`config.mk`:
```
export PLATFORM = sky130hd
export DESIGN_NAME = jtag_scan_sequencer_unit_flat
export DESIGN_NICKNAME = d
export VERILOG_FILES = /design/src/jss_pkg.sv /design/src/jss_if.sv /design/src/jtag_scan_sequencer_unit.sv /design/src/flat_wrapper.sv
export SDC_FILE = /design/constraint.sdc
export NUM_CORES = 1
export LEC_CHECK = 0
export CORE_MARGIN = 10
export CORE_UTILIZATION = 30
export CTS_CLUSTER_SIZE = 16
export DETAILED_ROUTE_END_ITERATION = 7
export DONT_BUFFER_PORTS = 1
export HOLD_SLACK_MARGIN = 0.1
export PLACE_DENSITY_LB_ADDON = 0.12
export REMOVE_ABC_BUFFERS = 1
export SYNTH_ARGS = -nofsm -noshare
export SYNTH_HDL_FRONTEND = slang
export SYNTH_SLANG_ARGS = --single-unit
```
`constraint.sdc`:
```
create_clock -name clk -period 5.8 [get_ports clk]
set_input_delay 0.29 -clock clk [delete_from_list [all_inputs] [get_ports clk]]
set_output_delay 0.29 -clock clk [all_outputs]
set_load 0.02 [all_outputs]
```
`src/jss_pkg.sv`:
```
// Shared constants, command codes, sequencer state type and request/result
// payload types for the JTAG scan sequencer. Depends on nothing.
package jss_pkg;

  localparam int DATA_BITS    = 32;
  localparam int IR_BITS      = 8;
  localparam int COUNT_BITS   = 18;

  localparam int CMD_W        = 3;
  localparam int OPERAND_W    = 32;
  localparam int RLEN_W       = 6;
  localparam int CCOUNT_W     = 18;
  localparam int RDATA_W      = 32;

  localparam int IDLE_PULSES  = 8;
  localparam int RESET_PULSES = 8;
  localparam int IR_PREFIX    = 4;
  localparam int DR_PREFIX    = 3;

  localparam int SHIFT_W = (DATA_BITS > IR_BITS) ? DATA_BITS : IR_BITS;
  localparam int BITS_W  = $clog2(SHIFT_W + 1);
  localparam int STEP_W  = $clog2(IR_PREFIX + SHIFT_W + 1 + IDLE_PULSES + 1);

  localparam logic [CMD_W-1:0] CMD_NONE  = 3'd0;
  localparam logic [CMD_W-1:0] CMD_RESET = 3'd1;
  localparam logic [CMD_W-1:0] CMD_IR    = 3'd2;
  localparam logic [CMD_W-1:0] CMD_DRW   = 3'd3;
  localparam logic [CMD_W-1:0] CMD_DRR   = 3'd4;
  localparam logic [CMD_W-1:0] CMD_RUN   = 3'd5;

  typedef enum logic [5:0] {
    K_IDLE  = 6'b000001,
    K_RESET = 6'b000010,
    K_IR    = 6'b000100,
    K_DRW   = 6'b001000,
    K_DRR   = 6'b010000,
    K_RUN   = 6'b100000
  } kind_t;

  typedef struct packed {
    logic [CMD_W-1:0]     command;
    logic [OPERAND_W-1:0] operand;
    logic [RLEN_W-1:0]    read_length;
    logic [CCOUNT_W-1:0]  clock_count;
    logic                 tdo;
  } in_req_t;

  typedef struct packed {
    logic               tck_pulse;
    logic               tms;
    logic               tdi;
    logic               busy_res;
    logic               rejected;
    logic               read_valid;
    logic [RDATA_W-1:0] read_data;
  } out_res_t;

  // Keeps the low nbits of the operand, zero-extended to the shift width.
  function automatic logic [SHIFT_W-1:0] fit_operand(input logic [OPERAND_W-1:0] op,
                                                     input int nbits);
    logic [SHIFT_W+OPERAND_W-1:0] wide;
    logic [SHIFT_W-1:0]           r;
    wide = (SHIFT_W + OPERAND_W)'(op);
    for (int i = 0; i < SHIFT_W; i++) begin
      r[i] = wide[i] & (i < nbits);
    end
    return r;
  endfunction

endpackage

```
`src/jss_if.sv`:
```
// Valid/ready channel interfaces for sequencer requests and results.
// Depends on jss_pkg for the payload types.
interface jss_in_if;
  logic             valid;
  logic             ready;
  jss_pkg::in_req_t data;
  modport source (output valid, output data, input ready);
  modport sink (input valid, input data, output ready);
endinterface

interface jss_out_if;
  logic              valid;
  logic              ready;
  jss_pkg::out_res_t data;
  modport source (output valid, output data, input ready);
  modport sink (input valid, input data, output ready);
endinterface

```
`src/jtag_scan_sequencer_unit.sv`:
```
// Top level of the JTAG scan sequencer: request decode, sequence state and
// result register. Depends on jss_pkg and the channel interfaces in jss_if.
//
// Each accepted request is one tick of the JTAG master and produces exactly one
// result in the next cycle, giving the TCK pulse, TMS and TDI levels of that
// tick. The block takes one request per clock cycle: the whole tick is worked out
// in a single pass of logic from the sequence state registers into the result
// register, and a new request is accepted whenever the result register is empty
// or its result is taken in the same cycle. A command is started only when the
// sequencer is idle; while busy, a nonzero command is dropped and flagged.
module jtag_scan_sequencer_unit (
  input  logic        clk,
  input  logic        rst_n,
  jss_in_if.sink      in_req,
  jss_out_if.source   out_res
);

  jss_pkg::kind_t                 kind_r, kind_s, kind_nxt;
  logic [jss_pkg::STEP_W-1:0]     step_r, step_s, step_nxt, step_inc, pre, scan_last;
  logic [jss_pkg::COUNT_BITS-1:0] clocks_r, clocks_s, clocks_nxt, ccount;
  logic [jss_pkg::SHIFT_W-1:0]    so_r, so_nxt;
  logic [jss_pkg::DATA_BITS-1:0]  si_r, si_nxt;
  logic [jss_pkg::BITS_W-1:0]     bits_r, bits_nxt, rlen_fix;
  logic                           tdi_r, tdi_nxt;
  logic                           was_busy;
  logic [jss_pkg::COUNT_BITS+jss_pkg::CCOUNT_W-1:0] ccount_ext;
  logic [jss_pkg::DATA_BITS+jss_pkg::RDATA_W-1:0]   si_ext;

  logic                out_valid_r;
  jss_pkg::out_res_t   out_data_r, res;
  logic                acc;

  assign in_req.ready  = !out_valid_r || out_res.ready;
  assign acc           = in_req.valid && in_req.ready;
  assign out_res.valid = out_valid_r;
  assign out_res.data  = out_data_r;

  assign ccount_ext = (jss_pkg::COUNT_BITS + jss_pkg::CCOUNT_W)'(in_req.data.clock_count);
  assign ccount     = ccount_ext[jss_pkg::COUNT_BITS-1:0];

  always_comb begin
    if (in_req.data.read_length == '0) begin
      rlen_fix = jss_pkg::BITS_W'(1);
    end else if (int'(in_req.data.read_length) > jss_pkg::DATA_BITS) begin
      rlen_fix = jss_pkg::BITS_W'(jss_pkg::DATA_BITS);
    end else begin
      rlen_fix = jss_pkg::BITS_W'(in_req.data.read_length);
    end
  end

  always_comb begin
    kind_s     = kind_r;
    step_s     = step_r;
    clocks_s   = clocks_r;
    so_nxt     = so_r;
    si_nxt     = si_r;
    bits_nxt   = bits_r;
    tdi_nxt    = tdi_r;
    res        = '0;
    was_busy   = kind_r != jss_pkg::K_IDLE;

    if (was_busy) begin
      res.rejected = in_req.data.command != jss_pkg::CMD_NONE;
    end else begin
      step_s = '0;
      unique case (in_req.data.command)
        jss_pkg::CMD_RESET: begin
          kind_s = jss_pkg::K_RESET;
        end
        jss_pkg::CMD_IR: begin
          kind_s   = jss_pkg::K_IR;
          bits_nxt = jss_pkg::BITS_W'(jss_pkg::IR_BITS);
          so_nxt   = jss_pkg::fit_operand(in_req.data.operand, jss_pkg::IR_BITS);
        end
        jss_pkg::CMD_DRW: begin
          kind_s   = jss_pkg::K_DRW;
          bits_nxt = jss_pkg::BITS_W'(jss_pkg::DATA_BITS);
          so_nxt   = jss_pkg::fit_operand(in_req.data.operand, jss_pkg::DATA_BITS);
        end
        jss_pkg::CMD_DRR: begin
          kind_s   = jss_pkg::K_DRR;
          bits_nxt = rlen_fix;
          si_nxt   = '0;
        end
        jss_pkg::CMD_RUN: begin
          if (ccount != '0) begin
            kind_s   = jss_pkg::K_RUN;
            clocks_s = ccount;
          end
        end
        default: begin
        end
      endcase
    end

    kind_nxt   = kind_s;
    clocks_nxt = clocks_s;
    step_inc   = step_s + 1'b1;
    step_nxt   = step_s;
    pre        = (kind_s == jss_pkg::K_IR) ? jss_pkg::STEP_W'(jss_pkg::IR_PREFIX)
                                           : jss_pkg::STEP_W'(jss_pkg::DR_PREFIX);
    scan_last  = pre + jss_pkg::STEP_W'(bits_nxt);

    unique case (kind_s)
      jss_pkg::K_RESET: begin
        res.tck_pulse = 1'b1;
        res.tms       = 1'b1;
        step_nxt      = step_inc;
        if (step_inc >= jss_pkg::STEP_W'(jss_pkg::RESET_PULSES)) begin
          kind_nxt = jss_pkg::K_IDLE;
        end
      end
      jss_pkg::K_RUN: begin
        res.tck_pulse = 1'b1;
        clocks_nxt    = clocks_s - 1'b1;
        if (clocks_nxt == '0) begin
          kind_nxt = jss_pkg::K_IDLE;
        end
      end
      jss_pkg::K_IR, jss_pkg::K_DRW, jss_pkg::K_DRR: begin
        // TDO belongs to the pulse of the previous tick, so capture lags by one.
        if (kind_s == jss_pkg::K_DRR && was_busy && step_s > pre && step_s <= scan_last) begin
          si_nxt = {si_r[jss_pkg::DATA_BITS-2:0], in_req.data.tdo};
        end
        res.tck_pulse = 1'b1;
        if (step_s < pre) begin
          res.tms = (kind_s == jss_pkg::K_IR) ? (step_s < jss_pkg::STEP_W'(2))
                                              : (step_s == '0);
        end else if (step_s < scan_last) begin
          if (kind_s != jss_pkg::K_DRR) begin
            tdi_nxt = so_nxt[0];
            so_nxt  = so_nxt >> 1;
          end
          res.tms = step_s == scan_last - 1'b1;
        end else begin
          res.tms = step_s == scan_last;
        end
        step_nxt = step_inc;
        if (step_inc >= scan_last + jss_pkg::STEP_W'(1 + jss_pkg::IDLE_PULSES)) begin
          if (kind_s == jss_pkg::K_DRR) begin
            res.read_valid = 1'b1;
          end
          kind_nxt = jss_pkg::K_IDLE;
        end
      end
      default: begin
      end
    endcase

    si_ext         = (jss_pkg::DATA_BITS + jss_pkg::RDATA_W)'(si_nxt);
    res.read_data  = res.read_valid ? si_ext[jss_pkg::RDATA_W-1:0] : '0;
    res.tdi        = tdi_nxt;
    res.busy_res   = kind_nxt != jss_pkg::K_IDLE;
  end

  always_ff @(posedge clk) begin
    if (!rst_n) begin
      kind_r      <= jss_pkg::K_IDLE;
      step_r      <= '0;
      clocks_r    <= '0;
      so_r        <= '0;
      si_r        <= '0;
      bits_r      <= '0;
      tdi_r       <= 1'b0;
      out_valid_r <= 1'b0;
    end else begin
      if (acc) begin
        kind_r      <= kind_nxt;
        step_r      <= step_nxt;
        clocks_r    <= clocks_nxt;
        so_r        <= so_nxt;
        si_r        <= si_nxt;
        bits_r      <= bits_nxt;
        tdi_r       <= tdi_nxt;
        out_valid_r <= 1'b1;
      end else if (out_res.ready) begin
        out_valid_r <= 1'b0;
      end
    end
  end

  always_ff @(posedge clk) begin
    if (acc) begin
      out_data_r <= res;
    end
  end

  // A busy sequencer always drives a pulse on its next tick.
  a_busy_pulses: assert property (@(posedge clk) disable iff (!rst_n)
    acc && kind_r != jss_pkg::K_IDLE |=> out_data_r.tck_pulse)
    else $error("busy tick without a TCK pulse");

  // Rejection only happens while a sequence is running.
  a_reject_busy: assert property (@(posedge clk) disable iff (!rst_n)
    acc && kind_r == jss_pkg::K_IDLE |=> !out_data_r.rejected)
    else $error("request rejected while idle");

  // A completed read ends its sequence.
  a_read_ends: assert property (@(posedge clk) disable iff (!rst_n)
    out_valid_r && out_data_r.read_valid |-> !out_data_r.busy_res && kind_r == jss_pkg::K_IDLE)
    else $error("read data reported while still busy");

  // Without a request the sequence state does not move.
  a_state_holds: assert property (@(posedge clk) disable iff (!rst_n)
    !acc |=> $stable(kind_r) && $stable(step_r))
    else $error("sequence state changed without a request");

endmodule

```
`src/flat_wrapper.sv`:
```
// flat-port wrapper written by rule: the top's interface ports become plain ports
module jtag_scan_sequencer_unit_flat 
  (clk, rst_n, in_req_valid, in_req_data, in_req_ready, out_res_valid, out_res_data, out_res_ready);
  jss_in_if in_req_i ();
  jss_out_if out_res_i ();
  input  logic clk;
  input  logic rst_n;
  input wire logic [$bits(in_req_i.valid)-1:0] in_req_valid;
  input wire logic [$bits(in_req_i.data)-1:0] in_req_data;
  output wire logic [$bits(in_req_i.ready)-1:0] in_req_ready;
  output wire logic [$bits(out_res_i.valid)-1:0] out_res_valid;
  output wire logic [$bits(out_res_i.data)-1:0] out_res_data;
  input wire logic [$bits(out_res_i.ready)-1:0] out_res_ready;
  assign in_req_i.valid = in_req_valid;
  assign in_req_i.data = in_req_data;
  assign in_req_ready = in_req_i.ready;
  assign out_res_valid = out_res_i.valid;
  assign out_res_data = out_res_i.data;
  assign out_res_i.ready = out_res_ready;
  jtag_scan_sequencer_unit u_core (.clk(clk), .rst_n(rst_n), .in_req(in_req_i), .out_res(out_res_i));
endmodule
```
======== After elaboration in Yosys (flattened, before gate mapping) ========
Index checks and enable logic that the tools add are counted.
storage, ports and cells
  register bits after elaboration ......... 140
cells by class
  order comparisons ....................... 8
  reductions and logical operators ........ 15
  mux-type cells .......................... 42
  add/sub/neg operators ................... 5
  equality and inequality tests ........... 15
operators with widths
  kind                     count
  $mux W32                 9
  $mux W18                 4
  $pmux W32 S2             1
  $mux W6                  10
  $pmux W6 S3              2
  $pmux W6 S5              1
  $logic_not A18 Y1        1
  $reduce_bool A18 Y1      1
  $sub A18 B1 Y18 const B  1
  $mux W1                  13
  $eq A6 B6 Y1             2
  $logic_not A6 Y1         2
  $lt A6 B6 Y1             2
  $ne A6 B1 Y1 const B     2
  $add A6 B1 Y6 const B    1
  $add A6 B4 Y6 const B    1
  $add A6 B6 Y6            1
  $eq A3 B2 Y1 const B     2
  $eq A3 B3 Y1 const B     2
  $eq A6 B2 Y1 const B     1
  $eq A6 B3 Y1 const B     1
  $eq A6 B4 Y1 const B     1
  $eq A6 B5 Y1 const B     1
  $eq A6 B6 Y1 const B     1
  other kinds (19)         22

======== Logic depth before layout (Yosys ltp) ========
  depth after elaboration ................. 12
  gate-level depth with buffers ........... 25
  gate-level depth less buffers ........... 20

======== Worst setup path before layout ========
Ideal clock, no wire load.
  kind .................................... input to register
  from .................................... input port in_req_data[3]
  to ...................................... register u_core.out_data_r (netlist bit u_core.out_res.data[0]), data pin
  arrival ................................. 5673 ps
  setup time .............................. 270 ps
  stages .................................. 23
  required time ........................... 5530 ps
  buffers on the path ..................... 4
  setup slack ............................. -143 ps
  path through ............................ buf_6 -> or4_4 -> or4_1 -> buf_2 -> a2bb2oi_1 -> nor4_1 -> inv_1 -> ha_1 -> fa_1 -> a21oi_1 -> or3_1 -> xnor2_1 -> inv_1 -> ha_1 -> a21oi_1 -> nand2_1 -> a211oi_1 -> o21ai_0 -> or4_1 -> buf_2 -> clkbuf_1 -> nand3_1 -> a21oi_1
on the way
  longest elaborated chain between the ends .. 11
  elaborated cells between the ends (all ways) .. 22
  those cells by class .................... add/sub (2); order compare (3); eq/ne (3); mux (9); reduce/logical (5)
RTL lines
  element                                              line                                                              RTL
  start, declared                                      flat_wrapper.sv:9                                                 input wire logic [$bits(in_req_i.data)-1:0] in_req_data;
  $reduce_bool A18 Y1 *                                jtag_scan_sequencer_unit.sv:86                                    if (ccount != '0) begin
  $mux W6 *                                            jtag_scan_sequencer_unit.sv:86
  $pmux W6 S5 *                                        jtag_scan_sequencer_unit.sv:66                                    unique case (in_req.data.command)
  $mux W6 *                                            jtag_scan_sequencer_unit.sv:62                                    if (was_busy) begin
  $eq A6 B3 Y1                                         jtag_scan_sequencer_unit.sv:100, jtag_scan_sequencer_unit.sv:104
  $mux W3                                              jtag_scan_sequencer_unit.sv:100                                   pre = (kind_s == jss_pkg::K_IR) ? jss_pkg::STEP_W'(jss_pkg::IR_PREFIX)
  $add A6 B6 Y6 or $gt A6 B6 Y1 (tied branches)        jtag_scan_sequencer_unit.sv:102, jtag_scan_sequencer_unit.sv:122
  $add A6 B4 Y6 (tied with other cells)                jtag_scan_sequencer_unit.sv:139                                   if (step_inc >= scan_last + jss_pkg::STEP_W'(1 + jss_pkg::IDLE_PULSES)) begin
  $ge A6 B6 Y1 or $logic_and A1 B1 Y1 (tied branches)  jtag_scan_sequencer_unit.sv:139, jtag_scan_sequencer_unit.sv:122
  $mux W1 or $mux W32 (tied branches)                  jtag_scan_sequencer_unit.sv:139, jtag_scan_sequencer_unit.sv:122
  $mux W1 or $mux W32 (tied branches)                  jtag_scan_sequencer_unit.sv:104                                   unique case (kind_s)
  end signal, assigned                                 jtag_scan_sequencer_unit.sv:184                                   out_data_r <= res;
  end, declared                                        jtag_scan_sequencer_unit.sv:30                                    jss_pkg::out_res_t out_data_r, res;
Mark *: on every way between the ends. The rest lies on a longest branch, timed or not.
A chain may end at the register's enable or synchronous reset.

======== Final worst setup path ========
  from .................................... register u_core.kind_r[5]
  to ...................................... register u_core.si_r[25] (netlist name)
on the way
  longest elaborated chain between the ends .. 10
  elaborated cells between the ends (all ways) .. 20
  those cells by class .................... add/sub (1); order compare (2); eq/ne (4); mux (9); reduce/logical (4)
RTL lines
  element                                              line                                                              RTL
  start, declared                                      jtag_scan_sequencer_unit.sv:18                                    jss_pkg::kind_t kind_r, kind_s, kind_nxt;
  start signal, assigned                               jtag_scan_sequencer_unit.sv:158                                   kind_r <= jss_pkg::K_IDLE;
  start signal, assigned                               jtag_scan_sequencer_unit.sv:168                                   kind_r <= kind_nxt;
  $mux W6                                              jtag_scan_sequencer_unit.sv:86
  $pmux W6 S5                                          jtag_scan_sequencer_unit.sv:66
  $mux W6                                              jtag_scan_sequencer_unit.sv:62
  $eq A6 B3 Y1                                         jtag_scan_sequencer_unit.sv:100, jtag_scan_sequencer_unit.sv:104
  $mux W3                                              jtag_scan_sequencer_unit.sv:100
  $add A6 B6 Y6 or $gt A6 B6 Y1 (tied branches)        jtag_scan_sequencer_unit.sv:102, jtag_scan_sequencer_unit.sv:122
  $le A6 B6 Y1 or $logic_and A1 B1 Y1 (tied branches)  jtag_scan_sequencer_unit.sv:122                                   if (kind_s == jss_pkg::K_DRR && was_busy && step_s > pre && step_s <= scan_last) begin
  $logic_and A1 B1 Y1                                  jtag_scan_sequencer_unit.sv:122
  $mux W32                                             jtag_scan_sequencer_unit.sv:122
  $mux W32 *                                           jtag_scan_sequencer_unit.sv:104
  end signal, assigned                                 jtag_scan_sequencer_unit.sv:172                                   si_r <= si_nxt;
  end, declared                                        jtag_scan_sequencer_unit.sv:22                                    logic [jss_pkg::DATA_BITS-1:0] si_r, si_nxt;
Marked as above.

==> flow_metrics.env <==
export IMPL_status="complete, no violations"
export IMPL_drtIter0Drc=566
export IMPL_cts_root_buffer="clkbuf_16"
export IMPL_wl_per_cell_um=18.8
export IMPL_syn_avg_cell_area_um2=7.74
export IMPL_instances_no_fill=1521
export IMPL_diodes=0
export IMPL_syn_area_um2=8760
export IMPL_grt_max_degree=69
export IMPL_crit_buf_inv=4
export IMPL_cts_buffers=17
export IMPL_num_fill_cells=3022
export IMPL_leakage_nw=3.51
export IMPL_synth_ff_type="dfxtp_1"
export IMPL_synth_cells=1132
export IMPL_slowest_delay_ns=0.55
export IMPL_antenna_found_initial=1
export IMPL_clock_path_buffers=2
export IMPL_p_comb_share_pct=20.4
export IMPL_crit_arrival_ns=5.61
export IMPL_dp_cells=1478
export IMPL_tns_ns=0
export IMPL_power_density_nw_per_um2=278
export IMPL_cp_max_fo=32
export IMPL_synth_fa_ha_area_share_pct=3.66
export IMPL_area_growth_pct=15.5
export IMPL_clkTransAtPathRegs_ns=0.08
export IMPL_hold_path_class="input port to flop"
export IMPL_ir_drop_v=0.000173
export IMPL_synthArstFlopShare_pct=0
export IMPL_clkPwrFrac_pct=41.1
export IMPL_start_kind="flop"
export IMPL_dp_hpwl_mm=19.0
export IMPL_num_vias=8310
export IMPL_period_needed_ns=5.32
export IMPL_io_buffers=0
export IMPL_p_seq_share_pct=38.6
export IMPL_finalSetupViolCount=0
export IMPL_intPower_mw=1.85
export IMPL_synth_compound_area_share_pct=20.9
export IMPL_grt_total_usage_pct=15.5
export IMPL_endpoint_kind="flop"
export IMPL_cts_tree="built"
export IMPL_drive_gt1_share_pct=10.0
export IMPL_switching_power_uw=961
export IMPL_synth_edf_count=38
export IMPL_yosys_mux_area_fraction_pct=0.957
export IMPL_finalClockSkew_ns=0.0194
export IMPL_ys_seq_elements=140
export IMPL_slew_violations=0
export IMPL_io_pins=104
export IMPL_required_ns=6.09
export IMPL_final_util_pct=35.2
export IMPL_vias_per_cell=5.46
export IMPL_core_area_um2=28800
export IMPL_antenna_left=0
export IMPL_synth_top_family_by_area="simple AND/OR/NAND/NOR gates"
export IMPL_synth_xor_area_share_pct=4.27
export IMPL_core_rowCount=62
export IMPL_synth_simple_area_share_pct=28.9
export IMPL_cpLargestDelayFamily="compound AO/OA/AOI/OAI gates"
export IMPL_grt_pass1_wl_mm=45.3
export IMPL_path_cells="or4b_4, o41ai_2, o31ai_1, nor4_2, inv_1, ha_1, fa_1, a21oi_1, or3_1, xnor2_1, inv_1, ha_1, a21oi_1, nand2_1, a211oi_2, o21ai_0, buf_4, nor4_4, o21ai_2, buf_12, a22oi_1, nor2_1"
export IMPL_gp_congestion=0.866
export IMPL_grt_pass1_vias=7878
export IMPL_synth_warning_count=0
export IMPL_cts_sinks=140
export IMPL_gr_total_overflow=0
export IMPL_fmax_mhz=188
export IMPL_finalCritPeriodShare_pct=91.8
export IMPL_placed_area_um2=9360
export IMPL_synth_cell_types=76
export IMPL_postLayoutCellArea_um2=10100
export IMPL_relSlewSlack_pct=31.9
export IMPL_maxCapViolCount=0
export IMPL_drt_total_wl_mm=28.7
export IMPL_switching_share_pct=34.2
export IMPL_worstMarginPinSlew_ns=1.02
export IMPL_insertion_delay_ns=0.44
export IMPL_cp_slowest_cell="or4b_4"
export IMPL_nets=1213
export IMPL_start_util_pct=30.4
export IMPL_yosysSeqAreaShare_pct=36.3
export IMPL_die_y_um=191
export IMPL_critPathKind="flop to flop"
export IMPL_drc_errors=0
export IMPL_die_w_um=191
export IMPL_hold_viol_final=0
export IMPL_drt_first_pass_iters=5
export IMPL_die_area_um2=36400
export IMPL_cts_htree_levels=4
## flip-flops by register name, indices dropped and copies added (netlist names)
name,flops
u_core.tdi_r,1
u_core.out_res.valid,1
u_core.bits_r,6
u_core.kind_r,6
u_core.so_r,32
u_core.step_r,6
u_core.out_res.data,38
u_core.si_r,32
u_core.clocks_r,18
## stage by stage
stage	setup slack, ns	hold WS (ns)	power (mW)
2_1_floorplan	-2.05	0.412	1.48
3_3_place_gp	-0.00956	0.420	1.66
3_5_place_dp	-0.111	0.422	1.66
4_1_cts	0.0789	0.101	2.86
5_1_grt	-0.0215	0.113	2.96
6_report	0.477	0.120	2.81
## worst paths after layout
path	startpoint	to	slack [ns]	cells past startpoint
max	u_core.kind_r[5]	u_core.si_r[25]	0.48	22
min	in_req_data[0]	u_core.out_res.data[0]	0.12	2
min reg2reg	u_core.so_r[29]	u_core.so_r[29]	0.45	2
max reg2reg	u_core.kind_r[5]	u_core.si_r[25]	0.48	22
## power groups by stage
stage	clock (mW)	sequential, mW	combinational, mW
after floorplan	0	1.10	0.381
after global placement	0	1.11	0.556
after detailed placement	0	1.11	0.555
after CTS	1.20	1.08	0.569
after global routing	1.23	1.09	0.641
final	1.15	1.08	0.572
## area by class of cell
cell class | instances | area (um2) | share of cell area (%)
multi-input combinational | 884 | 5210 | 51.5
sequential | 140 | 3180 | 31.5
timing repair buffer | 56 | 536 | 5.29
tap | 384 | 480 | 4.75
clock buffer | 17 | 425 | 4.20
clock inverter | 15 | 189 | 1.87
inverter | 25 | 95.1 | 0.940
## cell usage in the layout, fill, tap and decap left out, drive strengths merged, types with 22 or more instances in the layout
cell type	netlist	routed
nand3	140	140
edfxtp	38	38
dfxtp	102	102
xnor2	22	22
nor3	25	25
nor2	73	73
inv	25	32
a22oi	39	39
nand2	167	167
buf	14	45
ha	24	24
o21ai	49	49
a21oi	123	123
## cells in the mapped netlist, types with 10 or more instances
library cell	n	area share, %
clkbuf_1	69	3.0
a21oi_1	122	7.0
nand2_1	167	7.2
ha_1	24	3.4
o21ai_0	46	2.6
nand3_1	139	7.9
nor4_1	13	0.93
nor3_1	24	1.4
dfxtp_1	102	23
inv_1	24	1.0
or3_1	11	0.79
edfxtp_1	38	13
a22oi_1	39	3.3
a31oi_1	12	0.86
nand2b_1	13	0.93
xnor2_1	22	2.2
o211ai_1	12	1.0
nor2_1	72	3.1
xor2_1	18	1.8
and3_1	10	0.71
## cells by family (layout without fill, tap and decap cells)
kind of cell,Yosys count,count (layout)
buffers and inverters,108,113
DFF,140,140
muxes,8,8
AOI/OAI and AO/OA,294,294
xor gates and xnor gates,41,41
adders and majority gates,25,25
and+or+nand+nor,516,516
## routing by layer
| layer | vias up | share of wire, % | GRT usage, % |
|---|---|---|---|
| met2 | 197 | 46 | 24.7 |
| met1 | 3994 | 48 | 21.0 |
| met5 | - | 0 | 0 |
| met3 | 12 | 5.4 | 3.42 |
| met4 | 0 | 0.54 | 3.03 |
| li1 | 4107 | - | - |
## what timing repair did
action	in CTS	in global routing
hold buffers	11	0
setup endpoints to repair	16	99
pin swaps	0	1
buffers inserted	0	0
hold endpoints to repair	32	0
gates resized for setup	1	7
Power figures use the tool's default switching activity.
